<file path="config.mk">
export PLATFORM = sky130hd
export DESIGN_NAME = columnar_transposition_cipher
export DESIGN_NICKNAME = d
export VERILOG_FILES = /design/src/rtl/ctc_pkg.sv /design/src/rtl/ctc_grid_iter.sv /design/src/rtl/columnar_transposition_cipher.sv
export VERILOG_INCLUDE_DIRS = /design/src /design/src/rtl
export SDC_FILE = /design/constraint.sdc
export NUM_CORES = 1
export LEC_CHECK = 0
export BUFFER_PORTS_ARGS = -buffer_cell sky130_fd_sc_hd__clkbuf_2
export CAP_MARGIN = 20
export CORE_ASPECT_RATIO = 0.6
export CORE_MARGIN = 2
export CORE_UTILIZATION = 59
export CTS_CLUSTER_SIZE = 28
export DETAILED_ROUTE_END_ITERATION = 8
export GPL_TIMING_DRIVEN = 0
export PLACE_DENSITY = 0.77
export SYNTH_ARGS = -nofsm -noshare
export SYNTH_HDL_FRONTEND = slang
export SYNTH_SLANG_ARGS = --single-unit
</file>
<file path="constraint.sdc">
create_clock -name clk -period 4.1 [get_ports clk]
set_clock_uncertainty 0.05 [all_clocks]
set_input_delay 0.615 -clock clk [delete_from_list [all_inputs] [get_ports clk]]
set_output_delay 0.615 -clock clk [all_outputs]
set_load 0.05 [all_outputs]
</file>
<file path="src/rtl/columnar_transposition_cipher_macros.svh">
// ---------------------------------------------------------------------------
// Columnar transposition cipher: assertion macros
// Shared property wrappers, clocked on clk and disabled during rst.
// ---------------------------------------------------------------------------
`ifndef COLUMNAR_TRANSPOSITION_CIPHER_MACROS_SVH
`define COLUMNAR_TRANSPOSITION_CIPHER_MACROS_SVH

// Same-cycle implication.
`define CTC_ASSERT_IMP(label, ante, cons, msg) \
  label: assert property (@(posedge clk) disable iff (rst) (ante) |-> (cons)) \
    else $error(msg);

// Next-cycle implication.
`define CTC_ASSERT_NXT(label, ante, cons, msg) \
  label: assert property (@(posedge clk) disable iff (rst) (ante) |=> (cons)) \
    else $error(msg);

`endif

</file>
<file path="src/rtl/ctc_pkg.sv">
// ---------------------------------------------------------------------------
// Columnar transposition cipher package
// Transaction types, FSM states, register map and shared constants.
// ---------------------------------------------------------------------------
package ctc_pkg;

  localparam int KEY_W   = 6;   // columns register, grid limits, item index
  localparam int POS_W   = 11;  // linear grid position, up to 63 * 32
  localparam int KEEP_W  = 7;   // kept length after stripping, up to 64
  localparam int ADDR_W  = 3;
  localparam int DATA_W  = 32;

  localparam logic [7:0]        PAD_BYTE     = 8'h78;
  localparam logic [KEY_W-1:0]  SCAN_LAST_K  = 6'd63;  // 64 grid cells at most
  localparam logic [KEY_W-1:0]  EMIT_LAST_K  = 6'd62;  // 63 results at most
  localparam logic [KEEP_W-1:0] KEEP_FULL    = 7'd64;
  localparam logic [KEEP_W-1:0] KEEP_CAP     = 7'd63;

  localparam logic MODE_ENCRYPT = 1'b0;
  localparam logic MODE_DECRYPT = 1'b1;

  typedef enum logic {
    REG_COLUMNS = 1'b0,
    REG_MODE    = 1'b1
  } reg_idx_t;

  typedef struct packed {
    logic [7:0] in_byte;
    logic       in_last;
  } in_item_t;

  typedef struct packed {
    logic [7:0] out_byte;
    logic       out_last;
    logic       empty_result;
    logic       overflow;
  } out_item_t;

  typedef enum logic [2:0] {
    ST_LOAD,
    ST_DIV,
    ST_SCAN_RD,
    ST_SCAN_CHK,
    ST_EMIT_RD,
    ST_EMIT_CHK
  } state_t;

  typedef struct packed {
    logic restart;
    logic advance;
  } iter_cmd_t;

  typedef struct packed {
    logic [KEY_W-1:0] inner_lim;
    logic [KEY_W-1:0] outer_lim;
    logic [KEY_W-1:0] stride;
  } iter_geom_t;

  typedef struct packed {
    logic [POS_W-1:0] pos;
    logic [KEY_W-1:0] k;
    logic             grid_last;
  } iter_stat_t;

endpackage

</file>
<file path="src/rtl/ctc_grid_iter.sv">
// ---------------------------------------------------------------------------
// Grid walker
// Steps through a grid in inner/outer order and keeps the linear position.
// ---------------------------------------------------------------------------
module ctc_grid_iter
  import ctc_pkg::*;
(
  input  logic       clk,
  input  logic       rst,
  input  iter_cmd_t  cmd,
  input  iter_geom_t geom,
  output iter_stat_t stat
);

  logic [KEY_W-1:0] inner;
  logic [KEY_W-1:0] outer;
  logic [POS_W-1:0] pos;
  logic [KEY_W-1:0] k;
  logic             inner_end;

  // The position advances by the stride along the inner loop and restarts
  // at the outer index, so no multiplier is needed.
  assign inner_end = (inner == geom.inner_lim - KEY_W'(1));

  always_ff @(posedge clk) begin
    if (rst || cmd.restart) begin
      inner <= '0;
      outer <= '0;
      pos   <= '0;
      k     <= '0;
    end else if (cmd.advance) begin
      k <= k + KEY_W'(1);
      if (inner_end) begin
        inner <= '0;
        outer <= outer + KEY_W'(1);
        pos   <= POS_W'(outer) + POS_W'(1);
      end else begin
        inner <= inner + KEY_W'(1);
        pos   <= pos + POS_W'(geom.stride);
      end
    end
  end

  assign stat.pos       = pos;
  assign stat.k         = k;
  assign stat.grid_last = inner_end && (outer == geom.outer_lim - KEY_W'(1));

endmodule

</file>
<file path="src/rtl/columnar_transposition_cipher.sv">
// ---------------------------------------------------------------------------
// Columnar transposition cipher
// Buffers one message in a byte memory and replays it in transposed order.
// ---------------------------------------------------------------------------
// Usage:
// Message bytes arrive as input transactions (in_valid/in_stall/in_data).
// Each byte is written into the message memory; the byte that carries
// in_last closes the message and starts emission, during which in_stall
// stays high. Bytes beyond MAX_LEN are dropped and every result of
// that message then reports overflow.
// Emission first derives the row count by repeated subtraction of the key.
// In decrypt mode a scan pass then reads every grid cell (at most 64 cells)
// to find where trailing pad bytes begin. Each result then takes a read
// step and a use step on the single memory read port, so the walk fetches
// the next byte only once the current result has been loaded into the
// output register, which decouples the two sides: when out_stall is high
// the walk waits on the pending result, and after the final result is
// registered the next message may load while it is still waiting.
// Reset clears the byte count, overflow flag, output valid and the
// registers (columns = 1, mode = encrypt). The memory needs no clearing.
// ---------------------------------------------------------------------------
module columnar_transposition_cipher
  import ctc_pkg::*;
#(
  parameter int MAX_LEN = 32
) (
  input  logic              clk,
  input  logic              rst,
  // Message byte transactions.
  input  logic              in_valid,
  output logic              in_stall,
  input  in_item_t          in_data,
  // Result transactions.
  output logic              out_valid,
  input  logic              out_stall,
  output out_item_t         out_data,
  // Register port.
  input  logic              psel,
  input  logic              penable,
  input  logic              pwrite,
  input  logic [ADDR_W-1:0] paddr,
  input  logic [DATA_W-1:0] pwdata,
  output logic [DATA_W-1:0] prdata,
  output logic              pready
);

`include "columnar_transposition_cipher_macros.svh"

  localparam int CW = $clog2(MAX_LEN + 1);
  localparam int AW = $clog2(MAX_LEN);

  // Configuration registers.
  logic [KEY_W-1:0] columns;
  logic             mode;
  logic [KEY_W-1:0] key;
  reg_idx_t         reg_idx;

  // Message state.
  logic [7:0]       mem [MAX_LEN];
  logic [7:0]       rdata;
  logic             in_rng;
  logic [CW-1:0]    byte_count;
  logic             overflow_seen;
  logic             room;
  logic             in_take;

  // Row count division and strip tracking.
  logic [KEY_W-1:0]  rows;
  logic [KEY_W-1:0]  rem;
  logic [KEEP_W-1:0] keep_n;
  logic [KEEP_W-1:0] keep_lim;
  logic              decrypt;

  // Control.
  state_t     state;
  state_t     state_next;
  iter_cmd_t  iter_cmd;
  iter_geom_t iter_geom;
  iter_stat_t iter_stat;
  logic [7:0] cell_byte;
  logic       out_free;
  logic       out_load;
  out_item_t  out_next;
  logic       scan_keep;

  // -------------------------------------------------------------------------
  // Register port: writes land on the access phase; reads are always ready.
  // -------------------------------------------------------------------------
  assign pready  = 1'b1;
  assign reg_idx = reg_idx_t'(paddr[2]);

  always_ff @(posedge clk) begin
    if (rst) begin
      columns <= KEY_W'(1);
      mode    <= MODE_ENCRYPT;
    end else if (psel && penable && pwrite) begin
      unique case (reg_idx)
        REG_COLUMNS: columns <= pwdata[KEY_W-1:0];
        REG_MODE:    mode    <= pwdata[0];
        default:     ;
      endcase
    end
  end

  always_comb begin
    unique case (reg_idx)
      REG_COLUMNS: prdata = DATA_W'(columns);
      REG_MODE:    prdata = DATA_W'(mode);
      default:     prdata = '0;
    endcase
  end

  // A key of zero behaves as a single column.
  assign key     = (columns == '0) ? KEY_W'(1) : columns;
  assign decrypt = (mode == MODE_DECRYPT);

  // -------------------------------------------------------------------------
  // Message memory: one write port for loading, one registered read port.
  // -------------------------------------------------------------------------
  assign in_stall = (state != ST_LOAD);
  assign in_take  = in_valid && !in_stall;
  assign room     = (byte_count < CW'(MAX_LEN));

  always_ff @(posedge clk) begin
    if (in_take && room) begin
      mem[byte_count[AW-1:0]] <= in_data.in_byte;
    end
    rdata  <= mem[iter_stat.pos[AW-1:0]];
    in_rng <= (iter_stat.pos < POS_W'(byte_count));
  end

  // Cells past the message end read as the pad byte.
  assign cell_byte = in_rng ? rdata : PAD_BYTE;

  // -------------------------------------------------------------------------
  // Grid walk. Encrypt runs columns outside and rows inside with a stride of
  // the key; decrypt runs rows outside and columns inside with a stride of
  // the row count.
  // -------------------------------------------------------------------------
  assign iter_geom.inner_lim = decrypt ? key  : rows;
  assign iter_geom.outer_lim = decrypt ? rows : key;
  assign iter_geom.stride    = decrypt ? rows : key;

  ctc_grid_iter u_iter (
    .clk  (clk),
    .rst  (rst),
    .cmd  (iter_cmd),
    .geom (iter_geom),
    .stat (iter_stat)
  );

  // Decrypt emits up to the last non-pad cell, never more than 63 results.
  assign keep_lim  = (keep_n == KEEP_FULL) ? KEEP_CAP : keep_n;
  assign scan_keep = (cell_byte != PAD_BYTE);
  assign out_free  = !out_valid || !out_stall;

  always_ff @(posedge clk) begin
    if (rst) begin
      state <= ST_LOAD;
    end else begin
      state <= state_next;
    end
  end

  always_comb begin
    state_next = state;
    iter_cmd   = '0;
    out_load   = 1'b0;

    out_next.empty_result = decrypt && (keep_n == '0);
    out_next.out_byte     = out_next.empty_result ? 8'h00 : cell_byte;
    out_next.overflow     = overflow_seen;
    if (out_next.empty_result) begin
      out_next.out_last = 1'b1;
    end else if (decrypt) begin
      out_next.out_last = (KEEP_W'(iter_stat.k) + KEEP_W'(1) == keep_lim);
    end else begin
      out_next.out_last = iter_stat.grid_last || (iter_stat.k == EMIT_LAST_K);
    end

    unique case (state)
      ST_LOAD: begin
        if (in_take && in_data.in_last) begin
          state_next = ST_DIV;
        end
      end
      ST_DIV: begin
        if (rem <= key) begin
          iter_cmd.restart = 1'b1;
          state_next = decrypt ? ST_SCAN_RD : ST_EMIT_RD;
        end
      end
      ST_SCAN_RD: begin
        state_next = ST_SCAN_CHK;
      end
      ST_SCAN_CHK: begin
        if (iter_stat.grid_last || (iter_stat.k == SCAN_LAST_K)) begin
          iter_cmd.restart = 1'b1;
          state_next = ST_EMIT_RD;
        end else begin
          iter_cmd.advance = 1'b1;
          state_next = ST_SCAN_RD;
        end
      end
      ST_EMIT_RD: begin
        state_next = ST_EMIT_CHK;
      end
      ST_EMIT_CHK: begin
        if (out_free) begin
          out_load = 1'b1;
          if (out_next.out_last) begin
            state_next = ST_LOAD;
          end else begin
            iter_cmd.advance = 1'b1;
            state_next = ST_EMIT_RD;
          end
        end
      end
      default: state_next = ST_LOAD;
    endcase
  end

  // -------------------------------------------------------------------------
  // Byte count, overflow flag, row count and strip point.
  // -------------------------------------------------------------------------
  always_ff @(posedge clk) begin
    if (rst) begin
      byte_count    <= '0;
      overflow_seen <= 1'b0;
    end else if (out_load && out_next.out_last) begin
      byte_count    <= '0;
      overflow_seen <= 1'b0;
    end else if (in_take) begin
      if (room) begin
        byte_count <= byte_count + CW'(1);
      end else begin
        overflow_seen <= 1'b1;
      end
    end
  end

  // Rows are ceil(len / key): count subtractions until the rest fits a row.
  always_ff @(posedge clk) begin
    if (state == ST_LOAD) begin
      rows   <= '0;
      keep_n <= '0;
      rem    <= room ? KEY_W'(byte_count) + KEY_W'(1) : KEY_W'(byte_count);
    end else if (state == ST_DIV) begin
      rows <= rows + KEY_W'(1);
      if (rem > key) begin
        rem <= rem - key;
      end
    end else if (state == ST_SCAN_CHK && scan_keep) begin
      keep_n <= KEEP_W'(iter_stat.k) + KEEP_W'(1);
    end
  end

  // -------------------------------------------------------------------------
  // Output register.
  // -------------------------------------------------------------------------
  always_ff @(posedge clk) begin
    if (rst) begin
      out_valid <= 1'b0;
    end else if (out_load) begin
      out_valid <= 1'b1;
    end else if (!out_stall) begin
      out_valid <= 1'b0;
    end
  end

  always_ff @(posedge clk) begin
    if (out_load) begin
      out_data <= out_next;
    end
  end

  // -------------------------------------------------------------------------
  // Assertions.
  // -------------------------------------------------------------------------
  `CTC_ASSERT_IMP(a_count_bound, 1'b1, byte_count <= CW'(MAX_LEN), "byte count above capacity")
  `CTC_ASSERT_NXT(a_last_starts_div, in_take && in_data.in_last, state == ST_DIV, "last byte did not start emission")
  `CTC_ASSERT_NXT(a_last_clears, out_load && out_next.out_last, state == ST_LOAD && byte_count == '0 && !overflow_seen, "message state not cleared after final result")
  `CTC_ASSERT_IMP(a_rows_nonzero, state == ST_EMIT_CHK || state == ST_SCAN_CHK, rows != '0, "grid walk with zero rows")

endmodule

</file>
==> qor.csv <==
stage,metric,value,unit
sta,Slew Limit Fails,0,
synthesis,number of flops mapped to enable cells by yosys,273,
synthesis,"FF+latch count, synth",342,
die,Initial Util,0.603,
worst_hold_path,Worst Hold Launch,pwdata[0],
worst_hold_path,worst hold path depth,3,
power,"IR drop worst, VDD",346,uV
synthesis,share of flip-flops with an asynchronous set or reset,0,
worst_setup_path,"slowest stage delay, CP",0.68,ns
worst_setup_path,crit path launch type,flop,
worst_setup_path,Critical R2R Launch,state[1],
drt,via/cell ratio,6.15,
clock_network,clock latency on the worst-skew pair,0.58,ns
power,Switching Share,0.275,
place,gpl congestion,0.903,
clock_network,Max clock buf depth,3,
power,PwrDens,485,nW/um^2
worst_hold_path,Worst Hold Path EP,columns[0],
clock_network,clock sink total,342,
grt,initial antenna violation count,1,
worst_setup_path,Reg2Reg Depth,9,
cells_and_area,register area,9580,um^2
sta,Tmin final,3.82,ns
cells_and_area,ant diodes,0,
power,Combinational Power Share,0.169,
synthesis,Area contributors post-synth,"edfxtp_1, mux4_2, dfxtp_1",
synthesis,leading area contributor after synthesis,edfxtp_1,
place,Final HPWL DP,25.4,mm
synthesis,share of the synthesized area in the top cell type,0.535,
grt,Congestion Overflow GR,0,
sta,Achievable Freq,0.262,GHz
cells_and_area,fraction of layout cells with a size suffix above 1,0.212,
worst_setup_path,CP endpoint kind,flop,
grt,Total GRT Usage,0.276,
drt,Initial DRC Count,1235,
cells_and_area,Layout fillers,1706,
clock_network,Root Driver,clkbuf_16,
die,Ports,97,
worst_setup_path,crit-path leading delay family,simple AND/OR/NAND/NOR gates,
worst_setup_path,"Arr. time, crit path",4.06,ns
grt,largest net degree at the start of global routing,33,
power,Leak,5.72,nW
grt,via count of the first global-routing pass,8745,
worst_setup_path,worst flop-to-flop path endpoint,mem[26][4],
run,max-cap violations,0,
synthesis,Cells after Synth,1050,
outcome,outcome,finished clean,
synthesis,Netlist cell types,79,
sta,RSZ-0062 raised after global routing,false,
power,Seq pwr share,0.484,
sta,WHS,0.223,ns
worst_setup_path,Critical Path RT,4.33,ns
sta,final setup violation count,0,
drt,DRC viols,0,
sta,Worst slew margin,0.295,
worst_setup_path,"critical path fanouts, max",10,
synthesis,Main synth FF type,edfxtp_1,
die,Die X,212,um
sta,Worst Max-Slew Pin Slew,1.06,ns
sta,Final TNS setup,0,ns
clock_network,CTS H-Tree Depth,1,
synthesis,number of synthesis warnings,0,
worst_setup_path,Worst Path Buf+Inv,3,
drt,Routed WL per cell,24.2,um
synthesis,sequential cell area fraction in the yosys report,0.625,
cells_and_area,Area growth syn-to-layout,11.7,%
die,Die H,129,um
die,core box area,25400,um^2
synthesis,mean area per synthesized cell,14.6,um^2
sta,Final period util,0.932,
drt,drt pass-1 iters,5,
worst_setup_path,"Max stage delay cell, worst path",nor3_1,
clock_network,Clock transition at path regs,0.07,ns
die,Rows,45,
place,port bufs,39,
drt,DR vias,9401,
worst_setup_path,Setup CP Type,reg -> reg,
drt,Final ANT Viol Nets,0,
clock_network,CTS tree,yes,
worst_hold_path,worst hold path type,in -> reg,
power,Sw Pwr,2.28,mW
grt,first-pass GRT wire length,54.5,mm
sta,hold violation total from the final report,0,
worst_setup_path,crit-path cells,clkbuf_1 -> or2_2 -> clkbuf_1 -> nor2_1 -> nand2_1 -> nor2_1 -> nand2_1 -> nor3_1 -> buf_4,
clock_network,cts bufs inserted,31,
drt,DRT Wirelength,37.0,mm
cells_and_area,Multi-input gate area,5260,um^2
cells_and_area,nets@finish,1233,
worst_setup_path,Worst Setup SP,state[1],
worst_setup_path,flop-to-flop setup slack,0.28,ns
synthesis,Mapped Area,15300,um^2
die,die area,27300,um^2
power,design internal power,6.01,mW
power,Clock Power Share,0.347,
==> worst max path at each step <==
stage / endpoint / slack, ns / cells after the start
global route: rdata[3] / 0.06 / 6
floorplan: u_iter.outer[2] / 0.97 / 12
finish: mem[26][4] / 0.28 / 9
CTS: byte_count[2] / 0.19 / 11
global placement: mem[24][3] / 0.05 / 8
detailed placement: byte_count[2] / 0.21 / 11
==> area by class of cell <==
cell class | instances | area share
flip-flops and latches | 342 | 0.559
multi-input cells | 610 | 0.307
clock buffers | 39 | 0.0495
well taps | 352 | 0.0257
plain buffers | 77 | 0.0254
repair buffers | 46 | 0.0142
inverters | 46 | 0.0101
clock inverters | 16 | 0.00862
==> registers in the layout (all words and copies together), names as in the netlist <==
signal and flops:
state 3, mem 256, overflow_seen 1, byte_count 6, rem 6, decrypt 1, out_data 11, u_iter.pos 11
u_iter.k 6, rdata 8, out_valid 1, u_iter.outer 6, in_rng 1, rows 6, keep_n 7, u_iter.inner 6
columns 6
==> worst reg2reg max path: stages, from the launching register on <==
cell and delay [ns]:
dfxtp_1 0.30, clkbuf_1 0.18, or2_2 0.31, clkbuf_1 0.24
nor2_1 0.41, nand2_1 0.15, nor2_1 0.42, nand2_1 0.52
nor3_1 0.68, buf_4 0.28
==> cells in the mapped netlist (all sizes together), types with 6 or more instances <==
master and n:
mux2 11, ha 26, xnor2 28, inv 45, xor2 8, clkbuf 29, nand4 7, mux2i 24
and3 17, dfxtp 69, o22ai 6, nor3 28, or2 6, mux4 80, a21oi 40, nand2 55
o21a 9, nand3 28, buf 48, a21o 8, o21ai 28, a31oi 6, nor2 83, edfxtp 273
a211oi 13
==> layout by cell type (no fill, tap or decap), types with 8 or more instances in the layout <==
master | netlist | layout
o21ai_0 | 26 | 26
and3_1 | 17 | 17
a21oi_1 | 35 | 35
dfxtp_1 | 69 | 69
xnor2_1 | 28 | 28
clkbuf_1 | 29 | 33
nor3_1 | 26 | 24
nor2_1 | 82 | 82
clkbuf_16 | 0 | 32
clkbuf_2 | 0 | 40
buf_2 | 7 | 9
xor2_1 | 8 | 8
mux2i_1 | 22 | 22
mux4_2 | 80 | 80
buf_1 | 9 | 9
conb_1 | 2 | 27
buf_4 | 29 | 34
a21o_1 | 8 | 8
inv_1 | 44 | 44
o21a_1 | 9 | 9
ha_1 | 26 | 26
a211oi_1 | 12 | 11
edfxtp_1 | 273 | 273
nand3_1 | 28 | 28
nand2_1 | 55 | 55
mux2_2 | 10 | 10
==> what timing repair did <==
| item | CTS | global route |
|---|---|---|
| setup endpoints to repair | 0 | 12 |
| hold buffers | 0 | 0 |
| resized for setup | 0 | 4 |
| buffers inserted | 0 | 3 |
==> power groups by stage <==
| stage | Sequential (mW) | Clock, mW | Combinational (mW) |
|---|---|---|---|
| CTS | 4.01 | 2.90 | 1.38 |
| finish | 4.01 | 2.88 | 1.40 |
| detailed placement | 4.09 | 0 | 1.37 |
| global placement | 4.08 | 0 | 1.34 |
| global route | 4.03 | 3.03 | 1.53 |
| floorplan | 4.08 | 0 | 0.952 |
==> metal layers <==
metal,up-vias,wire [um],global-route usage
met4,0,546,0.0510
met1,4667,16800,0.453
met3,47,4950,0.0910
met5,-,0,0
met2,509,14700,0.357
li1,4178,-,-
==> kinds of logic (layout without fill, tap and decap cells) <==
| group | Yosys count | count (layout) | synth area share |
|---|---|---|---|
| AO/OA/AOI/OAI | 151 | 151 | 0.0691 |
| XOR/XNOR | 36 | 36 | 0.0206 |
| adder cells (fa/ha/maj) | 28 | 28 | 0.0238 |
| buffers and inverters | 123 | 224 | 0.0395 |
| flip-flops | 342 | 342 | 0.625 |
| multiplexers | 115 | 115 | 0.143 |
| other | 2 | 27 | 0.000490 |
| AND/OR/NAND/NOR | 253 | 253 | 0.0787 |
==> through the flow <==
stage / util / area (um^2) / setup WS (ns) / total power [mW] / std cells
6_report: 0.674 / 17100 / 0.278 / 8.30 / 1528
2_1_floorplan: - / 15400 / 0.968 / 5.03 / 1075
4_1_cts: 0.673 / 17100 / 0.191 / 8.29 / 1525
3_3_place_gp: 0.632 / 16100 / 0.0550 / 5.42 / 1466
5_1_grt: 0.674 / 17100 / 0.0595 / 8.58 / 1528
3_5_place_dp: 0.634 / 16100 / 0.210 / 5.46 / 1470
Note: power is estimated with default switching activity, not from simulation.
